$ cat src/pbm_pkg.sv
// ----------------------------------------------------------------------------
// pbm_pkg
// shared types, widths and helpers of the pixel blend datapath
// ----------------------------------------------------------------------------
`default_nettype none

package pbm_pkg;

   localparam int PIX_W = 8;
   localparam int NUM_W = 25;
   localparam int DEN_W = 17;
   localparam int QUO_W = 8;
   localparam int LANES = 3;
   localparam int DIV_STAGES = QUO_W;
   localparam logic [7:0] MAXV = 8'd255;
   localparam logic [7:0] HALF = 8'd128;

   // register slots, picked by paddr bit 2
   localparam logic CSR_IDX_MODE    = 1'b0;
   localparam logic CSR_IDX_OPACITY = 1'b1;

   typedef enum logic [2:0] {
      MODE_NORMAL   = 3'd0,
      MODE_ADD      = 3'd1,
      MODE_SUB      = 3'd2,
      MODE_MULTIPLY = 3'd3,
      MODE_DODGE    = 3'd4,
      MODE_BURN     = 3'd5,
      MODE_SCREEN   = 3'd6,
      MODE_OVERLAY  = 3'd7
   } mode_type;

   // how a lane turns the quotient into its channel
   typedef enum logic [2:0] {
      FIN_FIXED  = 3'd0,
      FIN_QUOT   = 3'd1,
      FIN_ADD    = 3'd2,
      FIN_SUB_QA = 3'd3,
      FIN_SUB_QB = 3'd4,
      FIN_BURN   = 3'd5
   } fin_kind_type;

   typedef struct packed {
      fin_kind_type kind;
      logic [7:0]   val;
   } fin_type;

   // per pixel weights shared by all lanes
   typedef struct packed {
      logic [15:0] p;
      logic [15:0] w;
      logic [16:0] t;
      logic [7:0]  sa;
      logic [7:0]  da;
      logic [7:0]  sa_raw;
   } wgt_type;

   // floor(x / 255) via reciprocal and one correction step
   function automatic logic [9:0] div255(input logic [17:0] x);
      logic [26:0] prod;
      logic [10:0] q0;
      logic [18:0] qm;
      logic [18:0] r;
      prod = 27'(x) * 27'd257;
      q0   = prod[26:16];
      qm   = {q0, 8'b0} - {8'b0, q0};
      r    = 19'(x) - qm;
      if (r >= 19'd255) begin
         q0 = q0 + 11'd1;
      end
      return q0[9:0];
   endfunction

   function automatic logic [7:0] sat_hi(input logic [9:0] v);
      return (v > 10'd255) ? 8'd255 : v[7:0];
   endfunction

endpackage

`default_nettype wire

$ cat src/pbm_div.sv
// ----------------------------------------------------------------------------
// pbm_div
// pipelined restoring divider, one quotient bit per stage, 8-bit quotient
// ----------------------------------------------------------------------------
`default_nettype none

module pbm_div (
   input  wire logic                      clock,
   input  wire logic [pbm_pkg::NUM_W-1:0] num,
   input  wire logic [pbm_pkg::DEN_W-1:0] den,
   input  wire pbm_pkg::fin_type          fin_i,
   output logic [pbm_pkg::QUO_W-1:0]      quo,
   output pbm_pkg::fin_type               fin_o
);

   localparam int N = pbm_pkg::DIV_STAGES;

   logic [pbm_pkg::NUM_W-1:0] rem_ff [N];
   logic [pbm_pkg::DEN_W-1:0] den_ff [N];
   logic [pbm_pkg::QUO_W-1:0] quo_ff [N];
   logic                      ovf_ff [N];
   pbm_pkg::fin_type          fin_ff [N];

   logic [pbm_pkg::NUM_W-1:0] rem_in [N];
   logic [pbm_pkg::QUO_W-1:0] quo_in [N];
   logic                      ovf_in0;

   // quotient would not fit in 8 bits
   assign ovf_in0 = (num >= {den, 8'b0});

   for (genvar j = 0; j < N; j++) begin : g_stage
      localparam int K = pbm_pkg::QUO_W - 1 - j;
      logic [pbm_pkg::NUM_W-1:0] rem_cur;
      logic [pbm_pkg::DEN_W-1:0] den_cur;
      logic [pbm_pkg::QUO_W-1:0] quo_cur;
      logic                      ovf_cur;
      pbm_pkg::fin_type          fin_cur;
      logic [pbm_pkg::NUM_W-1:0] trial;

      if (j == 0) begin : g_first
         assign rem_cur = num;
         assign den_cur = den;
         assign quo_cur = '0;
         assign ovf_cur = ovf_in0;
         assign fin_cur = fin_i;
      end else begin : g_next
         assign rem_cur = rem_ff[j-1];
         assign den_cur = den_ff[j-1];
         assign quo_cur = quo_ff[j-1];
         assign ovf_cur = ovf_ff[j-1];
         assign fin_cur = fin_ff[j-1];
      end

      assign trial = pbm_pkg::NUM_W'(den_cur) << K;

      always_comb begin
         rem_in[j] = rem_cur;
         quo_in[j] = quo_cur;
         if (rem_cur >= trial) begin
            rem_in[j]    = rem_cur - trial;
            quo_in[j][K] = 1'b1;
         end
      end

      always_ff @(posedge clock) begin
         rem_ff[j] <= rem_in[j];
         den_ff[j] <= den_cur;
         quo_ff[j] <= quo_in[j];
         ovf_ff[j] <= ovf_cur;
         fin_ff[j] <= fin_cur;
      end
   end

   assign quo   = ovf_ff[N-1] ? '1 : quo_ff[N-1];
   assign fin_o = fin_ff[N-1];

endmodule

`default_nettype wire

$ cat src/pbm_lane.sv
// ----------------------------------------------------------------------------
// pbm_lane
// one color channel: premultiply, mode math, divider, final saturation
// ----------------------------------------------------------------------------
`default_nettype none

module pbm_lane (
   input  wire logic              clock,
   input  wire pbm_pkg::mode_type mode,
   input  wire logic [7:0]        d1,
   input  wire logic [7:0]        s1,
   input  wire logic [7:0]        da1,
   input  wire logic [7:0]        sa1,
   input  wire pbm_pkg::wgt_type  wgt4,
   input  wire pbm_pkg::wgt_type  wgt5,
   output logic [7:0]             chan
);

   // stage 2
   logic [15:0] dprod_ff, sprod_ff;
   logic [7:0]  d2_ff, s2_ff;
   // stage 3
   logic [7:0]  dp3_ff, sp3_ff, d3_ff, s3_ff;
   // stage 4
   logic [15:0] x4_ff, y4_ff;
   logic [7:0]  dp4_ff, sp4_ff, d4_ff, s4_ff;
   // stage 5
   logic [23:0] na5_ff, nb5_ff;
   logic [15:0] dq5_ff;
   logic [7:0]  x255_ff, y255_ff, ovlo_ff;
   logic [7:0]  dp5_ff, sp5_ff, d5_ff, s5_ff;
   // stage 6, divider input
   logic [pbm_pkg::NUM_W-1:0] num_ff, num_in;
   logic [pbm_pkg::DEN_W-1:0] den_ff, den_in;
   pbm_pkg::fin_type          fin6_ff, fin6_in;

   logic [7:0]  ndp, nsp;
   logic [15:0] dq_in;
   logic [9:0]  ov_sum, ov_hi;
   logic [9:0]  dp_q, sp_q, x_q, y_q;

   logic [pbm_pkg::QUO_W-1:0] quo;
   pbm_pkg::fin_type          fin_q;
   logic [8:0]                add9;

   assign ndp = pbm_pkg::MAXV - dp3_ff;
   assign nsp = pbm_pkg::MAXV - sp3_ff;

   // premultiply and product scaling by 255
   assign dp_q = pbm_pkg::div255({2'b0, dprod_ff});
   assign sp_q = pbm_pkg::div255({2'b0, sprod_ff});
   assign x_q  = pbm_pkg::div255({2'b0, x4_ff});
   assign y_q  = pbm_pkg::div255({2'b0, y4_ff});

   // add and sub: scale whichever side has the smaller alpha
   assign dq_in = (wgt4.da > wgt4.sa) ? (16'(s4_ff) * 16'(wgt4.sa))
                                      : (16'(d4_ff) * 16'(wgt4.da));

   always_ff @(posedge clock) begin
      dprod_ff <= 16'(d1) * 16'(da1);
      sprod_ff <= 16'(s1) * 16'(sa1);
      d2_ff    <= d1;
      s2_ff    <= s1;

      dp3_ff <= dp_q[7:0];
      sp3_ff <= sp_q[7:0];
      d3_ff  <= d2_ff;
      s3_ff  <= s2_ff;

      x4_ff  <= 16'(dp3_ff) * 16'(sp3_ff);
      y4_ff  <= 16'(ndp) * 16'(nsp);
      dp4_ff <= dp3_ff;
      sp4_ff <= sp3_ff;
      d4_ff  <= d3_ff;
      s4_ff  <= s3_ff;

      na5_ff  <= 24'(d4_ff) * 24'(wgt4.w);
      nb5_ff  <= 24'(s4_ff) * 24'(wgt4.p);
      dq5_ff  <= dq_in;
      x255_ff <= x_q[7:0];
      y255_ff <= y_q[7:0];
      ovlo_ff <= pbm_pkg::sat_hi(pbm_pkg::div255({1'b0, x4_ff, 1'b0}));
      dp5_ff  <= dp4_ff;
      sp5_ff  <= sp4_ff;
      d5_ff   <= d4_ff;
      s5_ff   <= s4_ff;

      num_ff  <= num_in;
      den_ff  <= den_in;
      fin6_ff <= fin6_in;
   end

   assign ov_sum = 10'(dp5_ff) + 10'(sp5_ff) - 10'(x255_ff);
   assign ov_hi  = {ov_sum[8:0], 1'b0} - 10'd255;

   always_comb begin
      num_in       = '0;
      den_in       = pbm_pkg::DEN_W'(1);
      fin6_in.kind = pbm_pkg::FIN_FIXED;
      fin6_in.val  = d5_ff;
      unique case (mode)
         pbm_pkg::MODE_NORMAL: begin
            if (wgt5.p < 16'd255) begin
               fin6_in.val = d5_ff;
            end else if (wgt5.w == 16'd0) begin
               fin6_in.val = s5_ff;
            end else begin
               num_in       = pbm_pkg::NUM_W'(na5_ff) + pbm_pkg::NUM_W'(nb5_ff);
               den_in       = wgt5.t;
               fin6_in.kind = pbm_pkg::FIN_QUOT;
            end
         end
         pbm_pkg::MODE_ADD, pbm_pkg::MODE_SUB: begin
            if (wgt5.sa == 8'd0) begin
               fin6_in.val = d5_ff;
            end else if (wgt5.da == wgt5.sa) begin
               num_in       = pbm_pkg::NUM_W'(d5_ff);
               fin6_in.val  = s5_ff;
               fin6_in.kind = (mode == pbm_pkg::MODE_SUB) ? pbm_pkg::FIN_SUB_QA
                                                          : pbm_pkg::FIN_ADD;
            end else if (wgt5.da > wgt5.sa) begin
               num_in       = pbm_pkg::NUM_W'(dq5_ff);
               den_in       = pbm_pkg::DEN_W'(wgt5.da);
               fin6_in.val  = d5_ff;
               fin6_in.kind = (mode == pbm_pkg::MODE_SUB) ? pbm_pkg::FIN_SUB_QB
                                                          : pbm_pkg::FIN_ADD;
            end else begin
               num_in       = pbm_pkg::NUM_W'(dq5_ff);
               den_in       = pbm_pkg::DEN_W'(wgt5.sa);
               fin6_in.val  = s5_ff;
               fin6_in.kind = (mode == pbm_pkg::MODE_SUB) ? pbm_pkg::FIN_SUB_QA
                                                          : pbm_pkg::FIN_ADD;
            end
         end
         pbm_pkg::MODE_MULTIPLY: begin
            fin6_in.val = x255_ff;
         end
         pbm_pkg::MODE_DODGE: begin
            if (sp5_ff == pbm_pkg::MAXV) begin
               fin6_in.val = pbm_pkg::MAXV;
            end else begin
               num_in       = pbm_pkg::NUM_W'({dp5_ff, 8'b0} - {8'b0, dp5_ff});
               den_in       = pbm_pkg::DEN_W'(pbm_pkg::MAXV - sp5_ff);
               fin6_in.kind = pbm_pkg::FIN_QUOT;
            end
         end
         pbm_pkg::MODE_BURN: begin
            if (sp5_ff == 8'd0) begin
               fin6_in.val = 8'd0;
            end else begin
               num_in = pbm_pkg::NUM_W'({pbm_pkg::MAXV - dp5_ff, 8'b0}
                                        - {8'b0, pbm_pkg::MAXV - dp5_ff});
               den_in       = pbm_pkg::DEN_W'(sp5_ff);
               fin6_in.kind = pbm_pkg::FIN_BURN;
            end
         end
         pbm_pkg::MODE_SCREEN: begin
            fin6_in.val = pbm_pkg::MAXV - y255_ff;
         end
         pbm_pkg::MODE_OVERLAY: begin
            fin6_in.val = (dp5_ff < pbm_pkg::HALF) ? ovlo_ff : pbm_pkg::sat_hi(ov_hi);
         end
         default: begin
            fin6_in.val = d5_ff;
         end
      endcase
   end

   pbm_div u_div (
      .clock (clock),
      .num   (num_ff),
      .den   (den_ff),
      .fin_i (fin6_ff),
      .quo   (quo),
      .fin_o (fin_q)
   );

   assign add9 = 9'(quo) + 9'(fin_q.val);

   always_comb begin
      case (fin_q.kind)
         pbm_pkg::FIN_QUOT:   chan = quo;
         pbm_pkg::FIN_ADD:    chan = add9[8] ? 8'd255 : add9[7:0];
         pbm_pkg::FIN_SUB_QA: chan = (quo >= fin_q.val) ? quo - fin_q.val : 8'd0;
         pbm_pkg::FIN_SUB_QB: chan = (fin_q.val >= quo) ? fin_q.val - quo : 8'd0;
         pbm_pkg::FIN_BURN:   chan = pbm_pkg::MAXV - quo;
         default:             chan = fin_q.val;
      endcase
   end

endmodule

`default_nettype wire

$ cat config.mk
export PLATFORM = sky130hd
export DESIGN_NAME = pbm_lane
export DESIGN_NICKNAME = d
export VERILOG_FILES = /design/src/pbm_pkg.sv /design/src/pbm_div.sv /design/src/pbm_lane.sv
export SDC_FILE = /design/constraint.sdc
export NUM_CORES = 2
export LEC_CHECK = 0
export ABC_AREA = 1
export BUFFER_PORTS_ARGS = -buffer_cell sky130_fd_sc_hd__buf_2
export CORE_ASPECT_RATIO = 1.25
export CORE_UTILIZATION = 40
export DETAILED_ROUTE_END_ITERATION = 7
export PLACE_DENSITY_LB_ADDON = 0.08
export SYNTH_ARGS = -nofsm -noshare
export SYNTH_HDL_FRONTEND = slang
export SYNTH_SLANG_ARGS = --single-unit
$ cat constraint.sdc
create_clock -name clock -period 5.45 [get_ports clock]
set_input_delay 0.8175 -clock clock [delete_from_list [all_inputs] [get_ports clock]]
set_output_delay 0.8175 -clock clock [all_outputs]
set_load 0.01 [all_outputs]
; ---- Yosys cells after proc, flatten, opt, wreduce, memory -nomap -nowiden
; Memory sizes are Yosys's and may differ from the RTL's.
; Index checks and enable logic that the tools add are counted.
[word_totals]
mem_bits_rw = 496
regBits = 317
in_bits = 182
elab_cells = 185
out_inout_bits = 8
n_memories = 5
[op_classes]
n_mux = 60
n_reduce_logical = 5
mul = 13
magnitude_cmp = 22
n_eq_ne = 14
addsub = 38
[mem_list]
columns = memory, words, word_bits, rd, rd_clocked_by_memory_dff, write_ports, line_no
row1 = u_div.rem_ff, 8, 25, 7, 0, 8, pbm_div.sv:18  ; logic [pbm_pkg::NUM_W-1:0] rem_ff [N];
row2 = u_div.den_ff, 8, 17, 7, 0, 8, pbm_div.sv:19  ; logic [pbm_pkg::DEN_W-1:0] den_ff [N];
row3 = u_div.fin_ff, 8, 11, 8, 0, 8, pbm_div.sv:22  ; pbm_pkg::fin_type fin_ff [N];
row4 = u_div.quo_ff, 8, 8, 8, 0, 8, pbm_div.sv:20  ; logic [pbm_pkg::QUO_W-1:0] quo_ff [N];
row5 = u_div.ovf_ff, 8, 1, 8, 0, 8, pbm_div.sv:21  ; logic ovf_ff [N];
[op_table]
columns = operator, count
row1 = $mux 25, 12
row2 = $mux 8, 19
row3 = $mul 16x9->25 const B, 5
row4 = $pmux 25 s4, 1
row5 = $mul 8x8->16, 6
row6 = $ge 19x8->1 const B, 5
row7 = $sub 17x18->19, 4
row8 = $sub 17x9->18, 4
row9 = $pmux 17 s4, 1
row10 = $pmux 8 s7, 1
row11 = $mux 17, 3
row12 = $mul 8x16->24, 2
row13 = $mux 16, 3
row14 = $pmux 8 s5, 1
row15 = $sub 8x8->8 const A, 5
row16 = $sub 16x8->17, 2
row17 = $add 8x1->8 const B, 4
row18 = $add 24x24->25, 1
row19 = $ge 25x17->1, 1
row20 = $ge 25x18->1, 1
row21 = $ge 25x19->1, 1
row22 = $ge 25x20->1, 1
row23 = $ge 25x21->1, 1
row24 = $ge 25x22->1, 1
row25 = 38 further kinds, 67

; ---- Longest topological paths before layout
[logic_depth]
depth_word = 7
mapped_depth = 38
ltp_nobuf = 37

; ---- Hierarchy
; A second synthesis with hierarchy kept.
[unflattened]
hier_cells = 9060
hier_area_um2 = 64334.2
[modules_own_cells]
columns = module, area_per_inst_um2, n_inst, cells_per_inst
row1 = pbm_lane, 42319.3, 1, 5835
row2 = pbm_div, 22014.9, 1, 3225

; ---- Worst setup path before layout
; No wires, ideal clock.
[synth_path]
path_kind = flip-flop to flip-flop
start = reg x4_ff[15]
end = reg x255_ff[0]
period_less_slack_ns = 5.056
arrival_time_ns = 4.943
stages_incl_launch_ff = 29
setup_ns = 0.114
path_slack_ns = 0.394
cell_sequence = dfxtp_1 > ha_1 > ha_1 > ha_1 > nand2_1 > o21ai_0 > nor2_1 > nand2_1 > xor2_1 > inv_1 > ha_1 > inv_1 > nor2_1 > nor2_1 > a21boi_1 > nand2_1 > xor2_1 > ha_1 > a21oi_1 > o21ai_0 > a21oi_1 > nand2_1 > xor2_1 > a21oi_1 > nand4_1 > a21oi_2 > nand2_2 > nand2_1 > nand2_1
[synth_between]
elab_chain_len = 5
word_cells_on_any_way = 6
classes_between = 3 x add/sub / 1 x mul / 1 x order compare / 1 x mux
[synth_lines]
columns = item, line_no
row1 = from (decl), pbm_lane.sv:25  ; logic [15:0] x4_ff, y4_ff;
row2 = from (signal assigned), pbm_lane.sv:70  ; x4_ff <= 16'(dp3_ff) * 16'(sp3_ff);
row3 = $mul 16x9->25, pbm_pkg.sv:64  ; prod = 27'(x) * 27'd257;
row4 = $sub 17x9->18, pbm_pkg.sv:66  ; qm = {q0, 8'b0} - {8'b0, q0};
row5 = $sub 17x18->19, pbm_pkg.sv:67  ; r = 19'(x) - qm;
row6 = $ge 19x8->1, pbm_pkg.sv:68  ; if (r >= 19'd255) begin
row7 = $mux 8 *, pbm_pkg.sv:68
row8 = net x_q[0], pbm_lane.sv:40  ; logic [9:0] dp_q, sp_q, x_q, y_q;
row9 = to (signal assigned), pbm_lane.sv:80  ; x255_ff <= x_q[7:0];
row10 = to (decl), pbm_lane.sv:30  ; logic [7:0] x255_ff, y255_ff, ovlo_ff;
; The timed path passes the listed nets; every way through them passes the cells marked *.
; A chain may end at the register's enable or synchronous reset.

; ---- Worst setup path in the final report
[layout_path]
start = reg x4_ff[6]
end = reg x255_ff[4]
; Same word-level chain as after synthesis.

==> out/summary.md <==
* Starting Density: 40.3%
* cell chosen for the clock root: clkbuf_16
* ratio of cells with drive above 1 in the final layout: 8.64%
* hold crit path type: register to register
* CP peak stage delay: 0.37 ns
* critical-path cell with the highest stage delay: ha_1
* area leader, netlist: dfxtp_1
* height of the chip: 436 um
* Max transition margin: 27.0%
* antenna-violating nets left: 0
* number of core rows: 159
* synthesis warning total: 0
* Mapped Avg Cell Area: 7.60 um^2
* clock latency at the later pin of the worst-skew pair: 0.69 ns
* post-synthesis instance area: 0.0604 mm^2
* number of distinct library cells after synthesis: 76
* number of nets in the synthesized netlist: 9259
* routed vias/inst: 4.88
* post-layout minimum cycle time: 5.12 ns
* final period utilization: 93.9%
* post-synthesis register bit count: 743
* first-pass GRT wire length: 263000 um
* dominant cells by area after synthesis: dfxtp_1 25%, ha_1 15%, fa_1 14%
* total of max-cap violations: 0
* share of synthesized flip-flops with an asynchronous set or reset: 0%
* area of the core: 0.150 mm^2
* Total Die Area: 0.153 mm^2
* CTS clk-pin slew, worst paths: 0.06 ns
* total number of H-tree levels: 3
* most instantiated flip-flop cell in the synthesis netlist: dfxtp_1
* Pins Over Slew Limit: 0
* final hold viol count: 0
* count of clock tree sinks: 743
* largest net degree at the start of global routing: 39
* DRC violations left: 0
* layout-stage area growth over the synthesis result: 11.5%
* required time at the endpoint of the critical path: 6.00 ns
* I/O pin count: 190
* number of enable flip-flop cells after synthesis: 0
* worst clock skew on the final layout: 0.0318 ns
* final weighted congestion in routability-driven placement: 0.917
* minimum setup slack in the final design: 0.334 ns
* critical path peak fanout: 8
* die span in x: 350 um
* kind of end point of the critical path: register
* number of buffers added by the clock tree synthesis step: 82
* vias in the first global route: 50600
* startpoint-to-endpoint class of the critical path: register to register
* final global-route overflow total: 0
* Setup Viol. Count Final: 0
* Worst Path Buf+Inv: 3
* final HPWL from detailed placement: 139000 um
* fraction of post-synthesis cell area in the top cell type by area: 24.6%
* IO buf count: 156
* total vias in the final route: 50000
* Routed WL: 166000 um
* number of antenna violations at the first check in global routing: 22
* outcome: finished, final reports clean
* Max Fclk: 0.195 GHz
* CP Launch Type: register
* number of cells produced by synthesis: 7944
* slew at the pin closest to its max-slew limit: 1.09 ns
* Placement Setup Slack: -0.0665 ns
* TritonCTS clock tree: built
* arrival time at the worst endpoint: 5.67 ns
* largest buffer count on any clock path: 3
* Post-layout nets: 9472
* final sum of negative setup slack: 0 ns
* post-synthesis sequential area ratio: 24.6%
* dominant delay contributor by cell family on the critical path: simple AND/OR/NAND/NOR gates
* final core area utilization: 44.9%
* detailed-route wire length per cell: 16.2 um
* iteration count of the initial detailed-routing pass: 5
* number of design-rule violations left by the first detailed-router iteration: 2674
* global-route total usage across every layer: 21.7%
path summary, 6_finish.rpt:
| path | start | endpoint | cells after the start | slack, ns |
|---|---|---|---|---|
| setup / recovery | x4_ff[6] | x255_ff[4] | 33 | 0.33 |
| hold / removal | d2_ff[1] | d3_ff[1] | 0 | 0.32 |
| setup reg to reg | x4_ff[6] | x255_ff[4] | 33 | 0.33 |
| hold reg to reg | d2_ff[1] | d3_ff[1] | 0 | 0.32 |
sequential cells by signal, indices dropped and copies added (netlist names), 11 cells and up:
name / count
den_ff: 17
dprod_ff: 16
dq5_ff: 16
fin6_ff: 11
na5_ff: 24
nb5_ff: 24
num_ff: 25
sprod_ff: 16
u_div.den_ff: 119
u_div.fin_ff: 88
u_div.quo_ff: 36
u_div.rem_ff: 175
x4_ff: 16
y4_ff: 16
per-stage QoR:
stage | std cells | hold WS [ns] | instance area (um^2)
CTS | 10200 | 0.285 | 66900
global placement | 10100 | 0.310 | 64100
floorplan | 7944 | 0.310 | 60400
detailed placement | 10100 | 0.312 | 64100
global route | 10200 | 0.326 | 67400
finish | 10200 | 0.316 | 67400
cell usage after synthesis, types with 6 or more instances:
cell type  count
nor4_1        26
o21ai_2        6
a21o_1        18
o21ai_1       37
o221ai_1      10
clkbuf_1     142
o2111ai_1     24
o22ai_1       12
inv_1       1489
inv_2         23
o21ai_0      339
ha_1         723
clkbuf_2      14
a211oi_1      13
dfxtp_1      743
nand3_1      260
nand2_2       55
nor2_4        11
o21a_1        17
o21bai_1      19
buf_2         24
or2_2         26
nor2_1       436
nor3_1        65
a21oi_2        6
nand4_1      123
nor2_2        14
o211ai_1      36
nand3_2       12
nand3b_1      28
nand3_4       12
and2_1         8
o31ai_1        8
a21oi_1      445
xnor2_1      118
nand2_1     1851
fa_1         410
xor2_1       237
a31oi_1       18
a21boi_0      12
per-layer routing:
layer | share of wire [%] | global-route usage (%) | up-vias | wire length [um]
met3 | 3.5 | 2.57 | 285 | 5810
li1 | - | - | 25500 | -
met4 | 4.0 | 8.88 | 20 | 6660
met5 | 0.083 | 0 | - | 137
met2 | 51 | 39.9 | 862 | 84500
met1 | 41 | 25.3 | 23400 | 68800
layout by cell type (no fill, tap or decap), drive strengths merged, types with 284 or more instances in the layout:
cell      n
fa      410
nand2  1911
buf     313
inv    1524
ha      723
nand3   284
dfxtp   743
nor2    461
a21oi   454
o21ai   383
timing repair:
item | CTS | global route
hold buffers | 0 | 0
setup endpoints to repair | 8 | 40
buffers inserted | 0 | 13
gates resized for setup | 1 | 71
pin swaps | 0 | 34
layout make-up:
cell class,instances,area [um^2]
timing repair buffer,314,2000
sequential,743,14900
clock buffer,101,2260
clock inverter,51,574
fill,15500,82600
inverter,1517,5690
tap,2012,2520
antenna,8,20.0
multi-input combinational,5499,39400
logic make-up after synthesis:
logic type | synth area share, %
compound gates | 9.86
xor+xnor | 5.17
fa+ha+maj | 28.6
buf+inv | 10.7
flops | 24.6
mux | 0.0166
simple gates | 21.1
Power is not shown: default switching activity piles up to over one toggle a cycle in this logic, so the estimate is an artifact.
